## src/hdl/ppc_pkg.sv

```systemverilog
// Shared types and codes for the polynomial product convolver.
`default_nettype none
package ppc_pkg;

  localparam int COEF_W = 32;  // coefficient and sum width
  localparam int CIDX_W = 5;   // loaded coefficient index width
  localparam int PIDX_W = 6;   // product index width
  localparam int DEG_W  = 5;   // degree register width
  localparam int CFG_AW = 1;   // configuration register index width

  localparam logic [1:0] CMD_LOAD_A  = 2'd0;
  localparam logic [1:0] CMD_LOAD_B  = 2'd1;
  localparam logic [1:0] CMD_COMPUTE = 2'd2;

  localparam logic [CFG_AW-1:0] REG_DEGREE_A = 1'd0;
  localparam logic [CFG_AW-1:0] REG_DEGREE_B = 1'd1;

  typedef struct packed {
    logic [1:0]               cmd;
    logic [CIDX_W-1:0]        coef_index;
    logic signed [COEF_W-1:0] coef_value;
  } in_item_t;

  typedef struct packed {
    logic [PIDX_W-1:0]        prod_index;
    logic signed [COEF_W-1:0] prod_value;
    logic                     last;
  } out_item_t;

  // Bookkeeping that travels alongside the data through the cell row.
  typedef struct packed {
    logic              valid;
    logic [PIDX_W-1:0] index;
    logic              last;
  } tag_t;

  typedef struct packed {
    logic start;  // compute beat accepted
    logic adv;    // pipeline may move
  } ctrl_t;

endpackage
`default_nettype wire

```

## src/hdl/ppc_cell.sv

```systemverilog
// One convolution cell: holds a coefficient of a, multiplies it by the broadcast b term.
`default_nettype none
module ppc_cell (
  input  wire logic                       clk,
  input  wire ppc_pkg::ctrl_t             ctrl,
  input  wire logic                       load_en,
  input  wire logic [ppc_pkg::COEF_W-1:0] load_val,
  input  wire logic                       mask,
  input  wire logic [ppc_pkg::COEF_W-1:0] x,
  input  wire logic [ppc_pkg::COEF_W-1:0] s_in,
  output logic      [ppc_pkg::COEF_W-1:0] s_out
);
  import ppc_pkg::*;

  logic [COEF_W-1:0] a_r;
  logic [COEF_W-1:0] p_r, p_nxt;
  logic [COEF_W-1:0] s_r;

  // Cells above the degree of a contribute nothing.
  assign p_nxt = mask ? COEF_W'(a_r * x) : '0;

  always_ff @(posedge clk) begin
    if (load_en) begin
      a_r <= load_val;
    end
  end

  always_ff @(posedge clk) begin
    if (ctrl.start) begin
      p_r <= '0;
      s_r <= '0;
    end else if (ctrl.adv) begin
      p_r <= p_nxt;
      s_r <= p_r + s_in;
    end
  end

  assign s_out = s_r;

endmodule
`default_nettype wire

```

## config.mk

```make
export PLATFORM = sky130hd
export DESIGN_NAME = ppc_cell
export DESIGN_NICKNAME = d
export VERILOG_FILES = /design/src/hdl/ppc_pkg.sv /design/src/hdl/ppc_cell.sv
export SDC_FILE = /design/constraint.sdc
export NUM_CORES = 1
export LEC_CHECK = 0
export BUFFER_PORTS_ARGS = -buffer_cell sky130_fd_sc_hd__buf_2
export CORE_UTILIZATION = 49
export CTS_BUF_LIST = sky130_fd_sc_hd__clkbuf_4 sky130_fd_sc_hd__clkbuf_8
export CTS_CLUSTER_DIAMETER = 150
export CTS_CLUSTER_SIZE = 12
export DETAILED_ROUTE_END_ITERATION = 6
export PLACE_DENSITY = 0.79
export SYNTH_ARGS = -nofsm -noshare
export SYNTH_HDL_FRONTEND = slang
export SYNTH_SLANG_ARGS = --single-unit
export TNS_END_PERCENT = 50
```

## constraint.sdc

```tcl
create_clock -name clk -period 8.95 [get_ports clk]
set_input_delay 0.895 -clock clk [delete_from_list [all_inputs] [get_ports clk]]
set_output_delay 0.895 -clock clk [all_outputs]
set_load 0.1 [all_outputs]
```

==> results_dict.tcl, run 1 <==
set metrics [dict create \
    status "finished clean" \
    final_period_minus_worst_setup_slack_ps 7648 \
    worst_hold_startpoint "p_r[23]" \
    worst_pin_slew_ps 1137 \
    regToRegSetupSlack_ps 1300 \
    cp_bufs_invs 5 \
    crit_arrival_ps 8030 \
    timing.slew.headroom 0.2419 \
    stdcell_count 2782 \
    critical-path-top-delay-family "adder cells" \
    cts_buffer_depth 2 \
    synth_adder_area_share 0.4968 \
    ys_seq_area_frac 0.1101 \
    dr.first_iter.drc_count 1074 \
    num_rows 74 \
    die-height_um 205.8 \
    hpwlAfterDp_um 41550 \
    vias_in_the_first_global_route 16220 \
    finalSetupViolCount 0 \
    cts_sinks 96 \
    design.final.nets 2908 \
    synth.distinct_cells 66 \
    number_of_cells_produced_by_synthesis 2192 \
    gpl.final_weighted_congestion 0.9148 \
    antenna_found_initial 1 \
    worst_setup_hold_path_clk_slew_ps 140 \
    setup_tns_ps 0 \
    worstReg2RegStart "a_r[7]" \
    post-cts-setup-buffer-count 0 \
    hold_depth 2 \
    synth_edf_count 32 \
    synth.net_count 2856 \
    fraction_of_layout_instances_using_a_drive_strength_above_1 0.08004 \
    fin_crit_sh 0.8545 \
    cts_made_buffers 9 \
    port-buffer-count 132 \
    finalClockSkew_ps 29.87 \
    floorplan.die_area_um2 42370 \
    ant_nets 0 \
    synthSimpleGateAreaFrac 0.1727 \
    synthesis.area_um2 20360 \
    finalHoldViolCount 0 \
    critical_path.cell_chain "nand2_1 > fa_1 > inv_1 > fa_1 > fa_1 > inv_1 > fa_1 > inv_1 > fa_1 > inv_1 > fa_1 > inv_1 > fa_1 > fa_1 > ha_1 > a21o_1 > a21o_1 > a221o_1 > a41o_1 > o22ai_2 > o21ai_2 > a2111oi_0 > a21oi_1 > o21ai_1" \
    r2r.worst_path.cells 24 \
    worst_path_max_delay_cell "sky130_fd_sc_hd__edfxtp_1" \
    cts-root-buf "sky130_fd_sc_hd__clkbuf_8" \
    vias_per_cell 5.400 \
    ys_warn_count 0 \
    grt_total_usage 0.2558 \
    clock_latency_ps 470 \
    synth_top_flop_cell "sky130_fd_sc_hd__dfxtp_1" \
    cts.hold.buffers_added 0 \
    crit_top_cell "sky130_fd_sc_hd__fa_1" \
    worst_setup_path_end_kind "flip-flop" \
    critPathRequiredTime_ps 9340 \
    wl_per_cell_um 18.24 \
    worst_r2r_endpoint "p_r[30]" \
    clock.fmax_mhz 130.8 \
    grt_max_degree 45 \
    leading_cell_types_in_the_layout_fill_and_taps_excluded "sky130_fd_sc_hd__fa_1, sky130_fd_sc_hd__inv_1, sky130_fd_sc_hd__and2_1, sky130_fd_sc_hd__nand2_1, sky130_fd_sc_hd__ha_1" \
    setup.worst_path.start_class "flip-flop" \
    start_util 0.4975 \
    grt_overflow 0 \
    highest_net_fanout_along_the_worst_path 25 \
    async_flop_share 0 \
    dr.pass1.iters 5 \
    synth_xor_area_frac 0.04689 \
    clock_tree_from_tritoncts "yes" \
    placed_cells 2765 \
    vias 15022 \
    area.growth.synth_to_final_pct 6.127 \
    htreeDepth 3 \
    grt_first_pass_wirelength_um 83140 \
    postRouteWirelength_um 50750 \
    timing_max_transition_violations_final 0 \
    timing.setup.critical_path_class "flip-flop to flip-flop" \
    io_pins 133 \
    cpPeakStageDelay_ps 1120 \
    synth_compound_area_frac 0.07423 \
    layout.cells.most_common "sky130_fd_sc_hd__fa_1" \
    drc 0 \
    synth_top_family_by_area "adder cells" \
    holdPathEnd "p_r[23]" \
    maxCapViolCount 0 \
    floorplan.core_area_um2 40920 \
    die_w_um 205.8 \
    postSynthRegisterBits 96 \
    syn_avg_cell_area_um2 9.289 \
    synth.area.mux_share 0.007374 \
    grt_setup_unrepaired "no" \
    cts.repair.resized 0 \
    hold_path_class "flip-flop to flip-flop" \
]
-- cell families after synthesis --
group                    count (synthesis)
AO/OA/AOI/OAI                          217
XOR/XNOR                               109
adder cells (fa/ha/maj)                563
buffers and inverters                  498
flip-flops                              96
multiplexers                            15
AND/OR/NAND/NOR                        694
-- metrics by stage --
step	hold slack, ps	instance area (um2)	util	setup slack (ps)
floorplan	429.1	20360	-	1574
global placement	442.4	21400	0.5228	1324
detailed placement	451.5	21400	0.5228	1125
CTS	469.9	21610	0.5279	1293
global route	489.5	21610	0.5280	918.4
finish	461.3	21610	0.5280	1302
-- state kept, by name, indices dropped and copies added, names as in the netlist --
name,count
a_r,32
s_out,32
p_r,32
-- worst register-to-register path, cell delays in order (launching register included) --
cell	delay [ps]
sky130_fd_sc_hd__edfxtp_1	1120
sky130_fd_sc_hd__nand2_1	210
sky130_fd_sc_hd__fa_1	430
sky130_fd_sc_hd__inv_1	90
sky130_fd_sc_hd__fa_1	450
sky130_fd_sc_hd__fa_1	510
sky130_fd_sc_hd__inv_1	50
sky130_fd_sc_hd__fa_1	470
sky130_fd_sc_hd__inv_1	50
sky130_fd_sc_hd__fa_1	500
sky130_fd_sc_hd__inv_1	60
sky130_fd_sc_hd__fa_1	530
sky130_fd_sc_hd__inv_1	50
sky130_fd_sc_hd__fa_1	460
sky130_fd_sc_hd__fa_1	380
sky130_fd_sc_hd__ha_1	390
sky130_fd_sc_hd__a21o_1	210
sky130_fd_sc_hd__a21o_1	180
sky130_fd_sc_hd__a221o_1	330
sky130_fd_sc_hd__a41o_1	260
sky130_fd_sc_hd__o22ai_2	150
sky130_fd_sc_hd__o21ai_2	110
sky130_fd_sc_hd__a2111oi_0	440
sky130_fd_sc_hd__a21oi_1	70
sky130_fd_sc_hd__o21ai_1	90
-- synthesized netlist by cell type, drive strengths merged, types with 5 or more instances --
library cell / instances / area share
fa: 409 / 0.40
inv: 393 / 0.072
and2: 311 / 0.096
nand2: 259 / 0.048
ha: 154 / 0.095
clkbuf: 104 / 0.019
xnor2: 72 / 0.031
dfxtp: 64 / 0.063
nor2: 61 / 0.011
a21oi: 50 / 0.013
o21ai: 47 / 0.013
xor2: 37 / 0.016
edfxtp: 32 / 0.047
a21o: 26 / 0.0096
nand3: 19 / 0.0047
o21a: 16 / 0.0060
mux2i: 15 / 0.0074
a211oi: 12 / 0.0049
nor3: 12 / 0.0029
a22o: 10 / 0.0043
a22oi: 8 / 0.0029
nand2b: 8 / 0.0025
nor2b: 7 / 0.0025
o31ai: 7 / 0.0035
o21bai: 6 / 0.0024
or3: 5 / 0.0015
-- layout make-up --
cell class                      instances  area, um2
Tap cell                              532      665.6
Antenna cell                            1      2.502
Timing Repair Buffer                  146      765.7
Multi-Input combinational cell       1598      16250
Inverter                              393       1475
Fill cell                            3651      19320
Sequential cell                        96       2242
Clock inverter                          7      85.08
Clock buffer                            9      123.9
-- routing by layer --
layer	vias up	track usage	share of wire
met5	-	0	0
met2	485	0.4506	0.50
met1	7654	0.3122	0.41
met3	105	0.04134	0.054
li1	6778	-	-
met4	0	0.09979	0.036
-- how the worst max path moves through the flow --
stage	endpoint	start	depth (start not counted)
floorplan	p_r[30]	x[3]	25
global placement	p_r[30]	x[2]	24
detailed placement	p_r[30]	x[2]	24
CTS	p_r[30]	a_r[7]	24
global route	p_r[30]	a_r[7]	24
finish	p_r[30]	a_r[7]	24
Power of run 1 is not shown: default switching activity piles up to over one toggle a cycle in this logic, so the estimate is an artifact.
==> run 2, diff against run 1 <==
==> constraint.sdc (replaced) <==
create_clock -name clk -period 8.95 [get_ports clk]
set_input_delay 1.3425 -clock clk [delete_from_list [all_inputs] [get_ports clk]]
set_output_delay 1.3425 -clock clk [all_outputs]
set_load 0.1 [all_outputs]
==> results_dict.tcl, run 2 (same netlist as run 1, synthesis figures left out) <==
set metrics [dict create \
    status "finished clean" \
    worst_pin_slew_ps 1166 \
    worst_setup_hold_path_clk_slew_ps 140 \
    cts-root-buf "sky130_fd_sc_hd__clkbuf_8" \
    finalHoldViolCount 0 \
    worst_hold_startpoint "p_r[23]" \
    antenna_found_initial 0 \
    vias_per_cell 5.401 \
    grt_overflow 0 \
    critical-path-top-delay-family "adder cells" \
    placed_cells 2765 \
    floorplan.core_area_um2 40920 \
    cpPeakStageDelay_ps 530 \
    grt_max_degree 45 \
    cp_bufs_invs 6 \
    holdPathEnd "p_r[23]" \
    num_rows 74 \
    leading_cell_types_in_the_layout_fill_and_taps_excluded "sky130_fd_sc_hd__fa_1, sky130_fd_sc_hd__inv_1, sky130_fd_sc_hd__and2_1, sky130_fd_sc_hd__nand2_1, sky130_fd_sc_hd__ha_1" \
    pre_cts_slack_ps 666.4 \
    grt_first_pass_wirelength_um 83030 \
    postRouteWirelength_um 50850 \
    crit_arrival_ps 8220 \
    regToRegSetupSlack_ps 1280 \
    highest_net_fanout_along_the_worst_path 24 \
    timing_max_transition_violations_final 0 \
    maxCapViolCount 0 \
    worstReg2RegStart "a_r[7]" \
    post-cts-setup-buffer-count 0 \
    ant_nets 0 \
    cts_made_buffers 9 \
    cts_sinks 96 \
    drc 0 \
    setup.worst_path.start_class "input port" \
    clock_latency_ps 490 \
    io_pins 133 \
    stdcell_count 2781 \
    vias_in_the_first_global_route 16080 \
    fin_crit_sh 0.8757 \
    floorplan.die_area_um2 42370 \
    vias 15019 \
    gpl.final_weighted_congestion 0.9149 \
    cts.repair.resized 0 \
    hpwlAfterDp_um 41450 \
    finalSetupViolCount 0 \
    dr.pass1.iters 5 \
    hold_depth 2 \
    clock.fmax_mhz 127.6 \
    worst_r2r_endpoint "p_r[30]" \
    layout.cells.most_common "sky130_fd_sc_hd__fa_1" \
    worst_path_max_delay_cell "sky130_fd_sc_hd__fa_1" \
    hold_path_class "flip-flop to flip-flop" \
    post-route-worst-setup-slack_ps 1113 \
    critPathRequiredTime_ps 9340 \
    clock_tree_from_tritoncts "yes" \
    timing.setup.critical_path_class "input port to flip-flop" \
    timing.slew.headroom 0.2226 \
    worst_setup_path_end_kind "flip-flop" \
    dr.first_iter.drc_count 1027 \
    setup_tns_ps 0 \
    start_util 0.4975 \
    design.final.nets 2908 \
    grt_setup_unrepaired "no" \
    finalClockSkew_ps 37.02 \
    antenna-diode-count 0 \
    cts_buffer_depth 2 \
    die_w_um 205.8 \
    htreeDepth 3 \
    wl_per_cell_um 18.28 \
    die-height_um 205.8 \
    hold_ws_ps 459.2 \
    fraction_of_layout_instances_using_a_drive_strength_above_1 0.08004 \
    port-buffer-count 132 \
    grt_total_usage 0.2549 \
    crit_top_cell "sky130_fd_sc_hd__fa_1" \
    final_period_minus_worst_setup_slack_ps 7837 \
    cts.hold.buffers_added 0 \
    area.growth.synth_to_final_pct 6.041 \
    r2r.worst_path.cells 24 \
]
run 2: stage by stage:
| step | area [um2] | util |
|---|---|---|
| global route | 21590 | 0.5276 |
| CTS | 21590 | 0.5276 |
| finish | 21590 | 0.5276 |
| floorplan | 20360 | - |
| global placement | 21400 | 0.5228 |
| detailed placement | 21400 | 0.5228 |
run 2: worst reg2reg max path, cell delays in order (launching register included):
cell and delay, ps:
sky130_fd_sc_hd__edfxtp_1 1140, sky130_fd_sc_hd__nand2_1 200, sky130_fd_sc_hd__fa_1 430, sky130_fd_sc_hd__inv_1 90, sky130_fd_sc_hd__fa_1 450, sky130_fd_sc_hd__fa_1 510
sky130_fd_sc_hd__inv_1 50, sky130_fd_sc_hd__fa_1 470, sky130_fd_sc_hd__inv_1 50, sky130_fd_sc_hd__fa_1 500, sky130_fd_sc_hd__inv_1 60, sky130_fd_sc_hd__fa_1 530
sky130_fd_sc_hd__inv_1 50, sky130_fd_sc_hd__fa_1 380, sky130_fd_sc_hd__fa_1 480, sky130_fd_sc_hd__ha_1 380, sky130_fd_sc_hd__a21o_1 210, sky130_fd_sc_hd__a21o_1 180
sky130_fd_sc_hd__a221o_1 330, sky130_fd_sc_hd__a41o_1 270, sky130_fd_sc_hd__o22ai_2 160, sky130_fd_sc_hd__o21ai_2 100, sky130_fd_sc_hd__a2111oi_0 460, sky130_fd_sc_hd__a21oi_1 70
sky130_fd_sc_hd__o21ai_1 90
run 2: cell type report:
| class | instances | area, um2 |
|---|---|---|
| well taps | 532 | 665.6 |
| clock buffers | 9 | 123.9 |
| multi-input cells | 1598 | 16250 |
| clock inverters | 7 | 70.07 |
| inverters | 393 | 1475 |
| flip-flops and latches | 96 | 2242 |
| fillers | 3683 | 19330 |
| repair buffers | 146 | 765.7 |
run 2: how the worst max path moves through the flow:
stage,from,depth (start not counted),end
floorplan,x[3],25,p_r[30]
global placement,x[2],24,p_r[30]
detailed placement,x[2],24,p_r[30]
CTS,x[2],24,p_r[30]
global route,x[2],24,p_r[30]
finish,x[8],25,p_r[30]
run 2: layer usage:
metal  track usage  vias up  wire, um
met1        0.3141     7596     20500
met4       0.09690        0      1812
met3       0.04086      105      3086
li1              -     6784         -
met2        0.4471      534     25450
met5             0        -         0
Power of run 2 is left out for the same reason.
